## src/hw/rtl/atl_pkg.sv

```systemverilog
// ----------------------------------------------------------------------------
// atl_pkg
// Types and constants shared by the arithmetic token lexer modules.
// ----------------------------------------------------------------------------
package atl_pkg;

  localparam int ACC_W          = 63;
  localparam int LINE_BITS_DEF  = 24;
  localparam int RES_DEPTH      = 4;

  localparam logic [ACC_W-1:0] NUM_MAX = {ACC_W{1'b1}};

  localparam logic [7:0] CH_NUL   = 8'h00;
  localparam logic [7:0] CH_FF    = 8'h0C;
  localparam logic [7:0] CH_CR    = 8'h0D;
  localparam logic [7:0] CH_LF    = 8'h0A;
  localparam logic [7:0] CH_SPACE = 8'h20;
  localparam logic [7:0] CH_SEMI  = 8'h3B;
  localparam logic [7:0] CH_ZERO  = 8'h30;
  localparam logic [7:0] CH_NINE  = 8'h39;
  localparam logic [7:0] CH_PLUS  = 8'h2B;
  localparam logic [7:0] CH_MINUS = 8'h2D;
  localparam logic [7:0] CH_STAR  = 8'h2A;
  localparam logic [7:0] CH_SLASH = 8'h2F;

  typedef enum logic [2:0] {
    KIND_PLUS  = 3'd0,
    KIND_MINUS = 3'd1,
    KIND_STAR  = 3'd2,
    KIND_SLASH = 3'd3,
    KIND_INT   = 3'd4,
    KIND_END   = 3'd5,
    KIND_ERR   = 3'd6
  } kind_t;

  // Results of one character: up to two tokens. The second one, when
  // present, is always an operator or end token with a zero value.
  typedef struct packed {
    logic [1:0]       count;
    kind_t            kind0;
    logic [ACC_W-1:0] value0;
    logic             last0;
    kind_t            kind1;
  } step_res_t;

endpackage

```

## src/hw/rtl/atl_step.sv

```systemverilog
// ----------------------------------------------------------------------------
// atl_step
// Classifies one character and computes the tokens it produces and the next
// lexer state.
// ----------------------------------------------------------------------------
module atl_step #(
  parameter int LINE_BITS = atl_pkg::LINE_BITS_DEF
) (
  input  logic [7:0]               ch,
  input  logic                     in_number,
  input  logic [atl_pkg::ACC_W-1:0] acc,
  input  logic [LINE_BITS-1:0]     line_cnt,
  input  logic                     halted,
  output atl_pkg::step_res_t       res,
  output logic                     in_number_next,
  output logic [atl_pkg::ACC_W-1:0] acc_next,
  output logic [LINE_BITS-1:0]     line_next,
  output logic                     halted_next
);
  import atl_pkg::*;

  logic                 is_digit;
  logic                 is_op;
  kind_t                op_kind;
  logic                 is_brk;
  logic                 is_ws;
  logic                 is_semi;
  logic                 is_nul;
  logic [LINE_BITS-1:0] line_inc;
  logic [ACC_W+3:0]     acc_x10;
  logic [ACC_W+3:0]     acc_sum;
  logic [ACC_W-1:0]     acc_sat;

  always_comb begin
    is_op   = 1'b0;
    op_kind = KIND_PLUS;
    case (ch)
      CH_PLUS:  begin is_op = 1'b1; op_kind = KIND_PLUS;  end
      CH_MINUS: begin is_op = 1'b1; op_kind = KIND_MINUS; end
      CH_STAR:  begin is_op = 1'b1; op_kind = KIND_STAR;  end
      CH_SLASH: begin is_op = 1'b1; op_kind = KIND_SLASH; end
      default:  begin is_op = 1'b0; op_kind = KIND_PLUS;  end
    endcase
  end

  assign is_digit = ch inside {[CH_ZERO:CH_NINE]};
  assign is_brk   = ch inside {CH_FF, CH_CR, CH_LF};
  assign is_ws    = is_brk || (ch == CH_SPACE);
  assign is_semi  = (ch == CH_SEMI);
  assign is_nul   = (ch == CH_NUL);

  assign line_inc = (&line_cnt) ? line_cnt : line_cnt + 1'b1;

  // acc * 10 + digit as two shifted adds; anything above 63 bits saturates.
  assign acc_x10 = ({4'b0, acc} << 3) + ({4'b0, acc} << 1);
  assign acc_sum = acc_x10 + {{ACC_W{1'b0}}, ch[3:0]};
  assign acc_sat = (acc_sum[ACC_W+3:ACC_W] != 4'b0) ? NUM_MAX : acc_sum[ACC_W-1:0];

  always_comb begin
    res            = '0;
    res.kind0      = KIND_PLUS;
    res.kind1      = KIND_PLUS;
    in_number_next = in_number;
    acc_next       = acc;
    line_next      = line_cnt;
    halted_next    = halted;
    if (halted) begin
      res.count = 2'd0;
    end else if (is_digit) begin
      in_number_next = 1'b1;
      acc_next       = in_number ? acc_sat : {{(ACC_W-4){1'b0}}, ch[3:0]};
    end else if (in_number) begin
      in_number_next = 1'b0;
      acc_next       = '0;
      if (!is_op && !is_ws && !is_semi && !is_nul) begin
        // A bad character drops the pending number.
        halted_next = 1'b1;
        res.count   = 2'd1;
        res.kind0   = KIND_ERR;
        res.last0   = 1'b1;
      end else begin
        res.kind0  = KIND_INT;
        res.value0 = acc;
        if (is_semi || is_ws) begin
          res.count = 2'd1;
          res.last0 = 1'b1;
          if (is_brk) begin
            line_next = line_inc;
          end
        end else begin
          res.count = 2'd2;
          res.kind1 = is_op ? op_kind : KIND_END;
        end
      end
    end else if (is_ws) begin
      if (is_brk) begin
        line_next = line_inc;
      end
    end else begin
      res.count = 2'd1;
      res.last0 = 1'b1;
      if (is_op) begin
        res.kind0 = op_kind;
      end else if (is_nul) begin
        res.kind0 = KIND_END;
      end else begin
        res.kind0   = KIND_ERR;
        halted_next = 1'b1;
      end
    end
  end

endmodule

```

## src/hw/rtl/arithmetic_token_lexer.sv

```systemverilog
// ----------------------------------------------------------------------------
// arithmetic_token_lexer
// Lexes an ASCII stream into operator, integer, end and error tokens.
// ----------------------------------------------------------------------------
// The lexer takes one character per cycle into an input register and turns it
// combinationally into zero, one or two tokens, writing them into a four-entry
// result queue; the queue hands out one token per cycle while token_ready is
// high. A character is taken every cycle as long as the queue has room for
// the tokens that the registered character will produce, so the sustained
// rate is one character per cycle, limited by the single-token output port
// when numbers end on an operator or end-of-text character (two tokens each).
// A token reaches the output once its character has passed the input
// register and been written into the result queue. After a syntax error the
// lexer swallows all characters until reset.
module arithmetic_token_lexer #(
  parameter int LINE_BITS = atl_pkg::LINE_BITS_DEF
) (
  input  logic                      clk,
  input  logic                      rst,
  input  logic                      char_valid,
  output logic                      char_ready,
  input  logic [7:0]                char_byte,
  output logic                      token_valid,
  input  logic                      token_ready,
  output logic [2:0]                token_kind,
  output logic [atl_pkg::ACC_W-1:0] int_value,
  output logic [LINE_BITS-1:0]      line_count,
  output logic                      last_of_run
);
  import atl_pkg::*;

  localparam int PTR_W = $clog2(RES_DEPTH);
  localparam int CNT_W = PTR_W + 1;

  logic                 in_vld;
  logic [7:0]           in_char;
  logic                 in_number;
  logic [ACC_W-1:0]     acc;
  logic [LINE_BITS-1:0] line_cnt;
  logic                 halted;

  step_res_t            res;
  logic                 in_number_next;
  logic [ACC_W-1:0]     acc_next;
  logic [LINE_BITS-1:0] line_next;
  logic                 halted_next;

  logic [2:0]           q_kind  [RES_DEPTH];
  logic [ACC_W-1:0]     q_value [RES_DEPTH];
  logic [LINE_BITS-1:0] q_line  [RES_DEPTH];
  logic                 q_last  [RES_DEPTH];
  logic [PTR_W-1:0]     wr_ptr;
  logic [PTR_W-1:0]     rd_ptr;
  logic [CNT_W-1:0]     count;
  logic [CNT_W-1:0]     count_next;
  logic [CNT_W-1:0]     free;
  logic [CNT_W-1:0]     push_n;
  logic                 advance;
  logic                 pop;

  atl_step #(
    .LINE_BITS (LINE_BITS)
  ) u_step (
    .ch             (in_char),
    .in_number      (in_number),
    .acc            (acc),
    .line_cnt       (line_cnt),
    .halted         (halted),
    .res            (res),
    .in_number_next (in_number_next),
    .acc_next       (acc_next),
    .line_next      (line_next),
    .halted_next    (halted_next)
  );

  assign free       = CNT_W'(RES_DEPTH) - count;
  assign push_n     = CNT_W'(res.count);
  assign advance    = in_vld && (free >= push_n);
  assign char_ready = !in_vld || advance;
  assign pop        = token_valid && token_ready;
  assign count_next = count + (advance ? push_n : '0) - CNT_W'(pop);

  always_ff @(posedge clk) begin
    if (rst) begin
      in_vld <= 1'b0;
    end else if (char_valid && char_ready) begin
      in_vld <= 1'b1;
    end else if (advance) begin
      in_vld <= 1'b0;
    end
  end

  always_ff @(posedge clk) begin
    if (char_valid && char_ready) begin
      in_char <= char_byte;
    end
  end

  always_ff @(posedge clk) begin
    if (rst) begin
      in_number <= 1'b0;
      acc       <= '0;
      line_cnt  <= LINE_BITS'(1);
      halted    <= 1'b0;
    end else if (advance) begin
      in_number <= in_number_next;
      acc       <= acc_next;
      line_cnt  <= line_next;
      halted    <= halted_next;
    end
  end

  // Result queue: up to two entries written per character, one read per cycle while token_ready is high.
  always_ff @(posedge clk) begin
    if (advance && (res.count != 2'd0)) begin
      q_kind[wr_ptr]  <= res.kind0;
      q_value[wr_ptr] <= res.value0;
      q_line[wr_ptr]  <= line_cnt;
      q_last[wr_ptr]  <= res.last0;
    end
    if (advance && (res.count == 2'd2)) begin
      q_kind[wr_ptr + 1'b1]  <= res.kind1;
      q_value[wr_ptr + 1'b1] <= '0;
      q_line[wr_ptr + 1'b1]  <= line_cnt;
      q_last[wr_ptr + 1'b1]  <= 1'b1;
    end
  end

  always_ff @(posedge clk) begin
    if (rst) begin
      wr_ptr <= '0;
      rd_ptr <= '0;
      count  <= '0;
    end else begin
      if (advance) begin
        wr_ptr <= wr_ptr + PTR_W'(res.count);
      end
      if (pop) begin
        rd_ptr <= rd_ptr + 1'b1;
      end
      count <= count_next;
    end
  end

  assign token_valid = (count != '0);
  assign token_kind  = q_kind[rd_ptr];
  assign int_value   = q_value[rd_ptr];
  assign line_count  = q_line[rd_ptr];
  assign last_of_run = q_last[rd_ptr];

endmodule

```

## config.mk

```make
export PLATFORM = sky130hd
export DESIGN_NAME = arithmetic_token_lexer
export DESIGN_NICKNAME = d
export VERILOG_FILES = /design/src/hw/rtl/atl_pkg.sv /design/src/hw/rtl/atl_step.sv /design/src/hw/rtl/arithmetic_token_lexer.sv
export SDC_FILE = /design/constraint.sdc
export NUM_CORES = 1
export LEC_CHECK = 0
export ABC_AREA = 0
export BUFFER_PORTS_ARGS = -buffer_cell sky130_fd_sc_hd__buf_4
export CAP_MARGIN = 10
export CORE_MARGIN = 10
export CORE_UTILIZATION = 45
export CTS_CLUSTER_SIZE = 12
export DETAILED_ROUTE_END_ITERATION = 7
export GPL_TIMING_DRIVEN = 0
export PLACE_DENSITY = 0.62
export SYNTH_ARGS = -nofsm -noshare
export SYNTH_HDL_FRONTEND = slang
export SYNTH_SLANG_ARGS = --single-unit
```

## constraint.sdc

```tcl
create_clock -name clk -period 8.3 [get_ports clk]
set_clock_uncertainty 0.1 [all_clocks]
set_input_delay 1.66 -clock clk [delete_from_list [all_inputs] [get_ports clk]]
set_output_delay 1.66 -clock clk [all_outputs]
set_load 0.02 [all_outputs]
```

* Word level (Yosys, flattened, before mapping)
Memories as Yosys holds them, arrays and structs flattened. A register that Yosys moved wholly into a read port is not among the register bits. Index checks and enable logic that the tools add are counted.
Cells by class: add/subtract/negate cells 9, multipliers 0, divide/modulo/power cells 0, order comparisons 3, equality and inequality tests 12, shift-type cells 0, muxes and demuxes 54, bitwise operators 2, reductions and logical operators 30
Operator list (count):
- $mux 63 | 6
- $mux 24 | 6
- $mux 72 | 1
- $mux 70 | 1
- $add 66x64->67 | 1
- $add 67x4->67 | 1
- $eq 8x6->1 const B | 6
- $add 24x1->24 const B | 1
- $eq 8x4->1 const B | 3
- $mux 2 | 12
- $reduce_and 24->1 | 1
- $mux 1 | 19
- $mux 3 | 5
- $mux 5 | 2
- $logic_and 1x1->1 | 9
- $ge 8x6->1 const B | 1
- $le 8x6->1 const B | 1
- $logic_not 8->1 | 1
- $reduce_bool 2->1 | 4
- $pmux 2 s3 | 1
- $reduce_and 6->1 | 1
- $reduce_bool 3->1 | 2
- $logic_not 1->1 | 5
- $add 2x1->2 const B | 2
- other kinds (15) | 18
Word-level totals: flip-flop bits (word level) 105, bits in latches 0, memory bits (writable) 364, memory bits (read-only) 0, bits of input ports 12, output and inout port bits 93, memories kept 4
Memory list:
- q_value | depth 4, bits a word 63, read ports 1, clocked after Yosys merged registers in 1, write ports 2, RTL line arithmetic_token_lexer.sv:49 | logic [ACC_W-1:0] q_value [RES_DEPTH];
- q_line | depth 4, bits a word 24, read ports 1, clocked after Yosys merged registers in 1, write ports 2, RTL line arithmetic_token_lexer.sv:50 | logic [LINE_BITS-1:0] q_line [RES_DEPTH];
- q_kind | depth 4, bits a word 3, read ports 1, clocked after Yosys merged registers in 1, write ports 2, RTL line arithmetic_token_lexer.sv:48 | logic [2:0] q_kind [RES_DEPTH];
- q_last | depth 4, bits a word 1, read ports 1, clocked after Yosys merged registers in 1, write ports 2, RTL line arithmetic_token_lexer.sv:51 | logic q_last [RES_DEPTH];

* Logic depth before layout (Yosys ltp)
depth after elaboration 16, mapped depth 23, mapped depth without buffers 21

* Cells and area by module
Synthesis repeated with hierarchy kept, for this count alone.
Second synthesis, totals: cell total of the unflattened synthesis 2801, area, all modules 25744.7 sq um
Modules (own cells, without submodules):
- arithmetic_token_lexer | times used 1, cells an instance 1870, area an instance 19143.4 sq um, sequential area each 10590.2 sq um
- atl_step | times used 1, cells an instance 931, area an instance 6601.3 sq um, sequential area each 0.0 sq um

* Worst setup path before layout
Ideal clock, no wire load.
path type register to register, start point register in_char[3], end point memory q_kind[3][0], enable pin, arrival time 4.046 ns, required time 7.816 ns, slack 3.770 ns, stages on the path, launching flop included 18, path buffers 3, path through edfxtp_1 > buf_2 > or4_1 > a21oi_1 > a31oi_1 > nor2_1 > nand3_1 > ha_1 > o21ai_0 > and3b_1 > nand2b_1 > clkbuf_1 > nor3_1 > inv_1 > nand2_1 > nand3_1 > clkbuf_1 > nand2_1
RTL lines:
- from (decl) | RTL line arithmetic_token_lexer.sv:36 | logic [7:0] in_char;
- from (signal assigned) | RTL line arithmetic_token_lexer.sv:95 | in_char <= char_byte;
- to (decl) | RTL line arithmetic_token_lexer.sv:48

==> summary.md <==
| Metric | Value |
|---|---|
| CTS root buf | `clkbuf_16` |
| Slew Limit Fails | `0` |
| Final number of hold-violating endpoints | `0` |
| # diodes | `0` |
| Hold Path Sink | `q_value[2][16]$_SDFFE_PP0P_` |
| Post-synthesis sequential area ratio | `0.440` |
| Max frequency | `160 MHz` |
| Largest area contributor in the netlist | `dfxtp_1` |
| Asr flop ratio synth | `0` |
| Share of cells above drive strength 1 | `0.134` |
| DP Worst Slack | `2170 ps` |
| Hold Path Class | `reg2reg` |
| Placed insts | `3,405` |
| Starting Density | `0.456` |
| Total grt overflow | `0` |
| Post-CTS setup buffers | `0` |
| WP data required | `8530 ps` |
| Max-cap viol count | `0` |
| Synth warnings | `0` |
| CTS tree | `done` |
| Final Wtd Congestion | `0.948` |
| PwrDens | `208 nW/um^2` |
| Area fraction of the dominant cell type after synthesis | `0.295` |
| Final #Nets | `2,920` |
| Non-filler instance count after layout | `3,502` |
| Most common cell in the netlist | `nand2_1` |
| Tcrit/Tclk final | `0.752` |
| Clk pin slew, worst setup/hold paths | `60 ps` |
| Synth Cell Area | `24,100 sq um` |
| Reg2reg path depth | `18` |
| Vias | `20,900` |
| Antenna Nets Post-Route | `0` |
| CTS resizes | `0` |
| Netlist cell types | `81` |
| Synthesized instance count | `2,604` |
| Crit path cell chain | `buf_2 > or4_1 > a21oi_1 > a31oi_1 > nor2_1 > nand3_1 > ha_1 > o21ai_0 > and3b_1 > nand2b_1 > clkbuf_1 > nor3_1 > inv_1 > nand2_1 > nand3_1 > clkbuf_1 > nand2_1 > buf_16` |
| Setup ws final | `2060 ps` |
| CP startpoint | `in_char[3]$_DFFE_PP_` |
| Number of placement rows | `84` |
| Total chip power | `5.76 mW` |
| Max VDD drop | `0.172 mV` |
| Num CTS Buffers | `51` |
| H-tree levels | `2` |
| Largest net degree at the start of global routing | `19` |
| Vias in the first global route | `20,700` |
| WHS Path Cells | `2` |
| Post-Syn Area per Cell | `9.24 sq um` |
| Slowest cell on the critical path | `nand3_1` |
| R2r endpoint | `q_line[3][19]$_DFFE_PP_` |
| Hold_buf cts | `0` |
| First-pass GRT wire length | `119 mm` |
| Initial antenna violation count | `3` |
| DP Wirelength | `53.7 mm` |
| RSZ-0062 raised after global routing | `no` |
| Worst reg2reg path startpoint | `in_char[3]$_DFFE_PP_` |
| DRT Pass-1 Iters | `5` |
| Area occupied by multi-input gates | `12,600 sq um` |
| DRC Markers | `0` |
| Flop and latch count out of synthesis | `471` |
| Number of flops mapped to enable cells by yosys | `116` |
| Drt total wl | `76.3 mm` |
| CP Max Fanout | `14` |
| CP Class | `reg2reg` |
| CP peak stage delay | `830 ps` |
| Die X | `251 microns` |
| Synth Net Count | `2,753` |
| Filler Cell Count | `4,937` |
| Top Ports | `105` |
| Bufs on Longest Clock Path | `3` |
| CP startpoint kind | `register` |
| Slew @ Worst Pin | `1160 ps` |
| Die height | `251 microns` |
| Flop2flop setup slack | `2060 ps` |
| Vias per inst | `5.98` |
| Count of final setup violators | `0` |
| Synth area leaders | `dfxtp_1 30%, edfxtp_1 14%, mux4_2 8.5%` |
| Worst Setup End Kind | `register` |
| Total GRT Usage | `0.238` |
| IO buf count | `104` |
| Slew headroom | `0.223` |
| Main synth FF type | `dfxtp_1` |
| Period minus WS final | `6240 ps` |
| Area Growth Syn to Fin | `14.9%` |
| Die area | `63,100 sq um` |
| Finished Core Util | `0.524` |
| DR WL/cell | `21.8 microns` |
| Clk sinks | `471` |
| CORE AREA | `52,800 sq um` |
| Hold Path Origin | `q_value[2][16]$_SDFFE_PP0P_` |
| Leakage Power | `10.6 nW` |
| Post-synth top cells | `409 x nand2_1, 394 x a21oi_1, 355 x dfxtp_1` |
| Register area | `10,600 sq um` |
| DR iter-0 viols | `2,043` |
| TNS Setup | `0 ps` |
| Later-pin clock latency in the skew report | `630 ps` |
| Worst EP arrival | `6460 ps` |
| Status | `complete, no violations` |
where the power goes:
group | switching, mW | total [mW] | internal, mW
logic | 0.590 | 0.942 | 0.351
clock network | 0.980 | 2.38 | 1.40
registers | 0.0237 | 2.44 | 2.42
total | 1.59 | 5.76 | 4.17
worst max path at each step:
stage,endpoint,slack [ps],depth (start not counted)
after floorplan,q_kind[3][0]$_DFFE_PP_,3770,17
after global placement,q_line[3][21]$_DFFE_PP_,1810,17
after detailed placement,q_line[1][18]$_DFFE_PP_,2170,18
after CTS,q_line[3][19]$_DFFE_PP_,2120,18
after global routing,q_line[1][13]$_DFFE_PP_,1610,18
final,q_line[3][19]$_DFFE_PP_,2060,18
metrics by stage:
stage          cell area, sq um  hold slack [ps]
6_report                  27700              351
3_5_place_dp              25900              345
2_1_floorplan             24100              320
5_1_grt                   27700              369
3_3_place_gp              25700              338
4_1_cts                   27600              353
sequential cells by signal, summed over array words and instances (netlist names), named ones only:
register	count
in_vld	1
acc	63
wr_ptr	2
line_cnt	24
q_value	252
halted	1
q_kind	12
in_char	8
in_number	1
q_last	4
rd_ptr	2
q_line	96
count	3
per-layer routing:
layer  part of all wire  global-route usage  vias up  routed length (microns)
li1                   -                   -     9835                        -
met1               0.42               0.304    10200                    32300
met2               0.47               0.394      728                    36200
met3              0.066              0.0404      142                     5050
met4              0.036              0.0947        2                     2730
met5            0.00016                   0        -                       12
critical path, delay by kind of cell, from the launching register on:
family	cells	cell delay [ps]
flops	1	460
compound gates	3	300
simple gates	9	3400
buf+inv	5	1340
fa+ha+maj	1	320
layout make-up:
| type | instances | area share |
|---|---|---|
| buffer | 188 | 0.0289 |
| clock buffer | 81 | 0.0557 |
| clock inverter | 15 | 0.00792 |
| inverter | 30 | 0.00407 |
| multi-input combinational | 1915 | 0.455 |
| sequential | 471 | 0.383 |
| tap | 688 | 0.0311 |
| timing repair buffer | 114 | 0.0342 |
cell families after synthesis:
logic type	count (synthesis)	share of synthesized area
AOI/OAI and AO/OA	665	0.156
muxes	95	0.0868
DFF	471	0.440
xor gates and xnor gates	76	0.0277
adders and majority gates	137	0.0722
and+or+nand+nor	942	0.180
buffers and inverters	218	0.0378
cell usage in the layout, fill, tap and decap left out, drive strengths merged, types with 11 or more instances in the layout:
master / instances
nor2: 99
nand4: 30
xor2: 35
and3: 11
a21o: 29
edfxtp: 116
nor2b: 12
o211ai: 16
buf: 183
or3: 11
nor3: 29
a21oi: 395
nand3: 288
dfxtp: 355
xnor2: 41
clkbuf: 200
o21ai: 132
inv: 31
nand2b: 17
ha: 134
mux4: 91
nand2: 410
a31oi: 17
No activity file was read; power rests on OpenSTA's default activity.
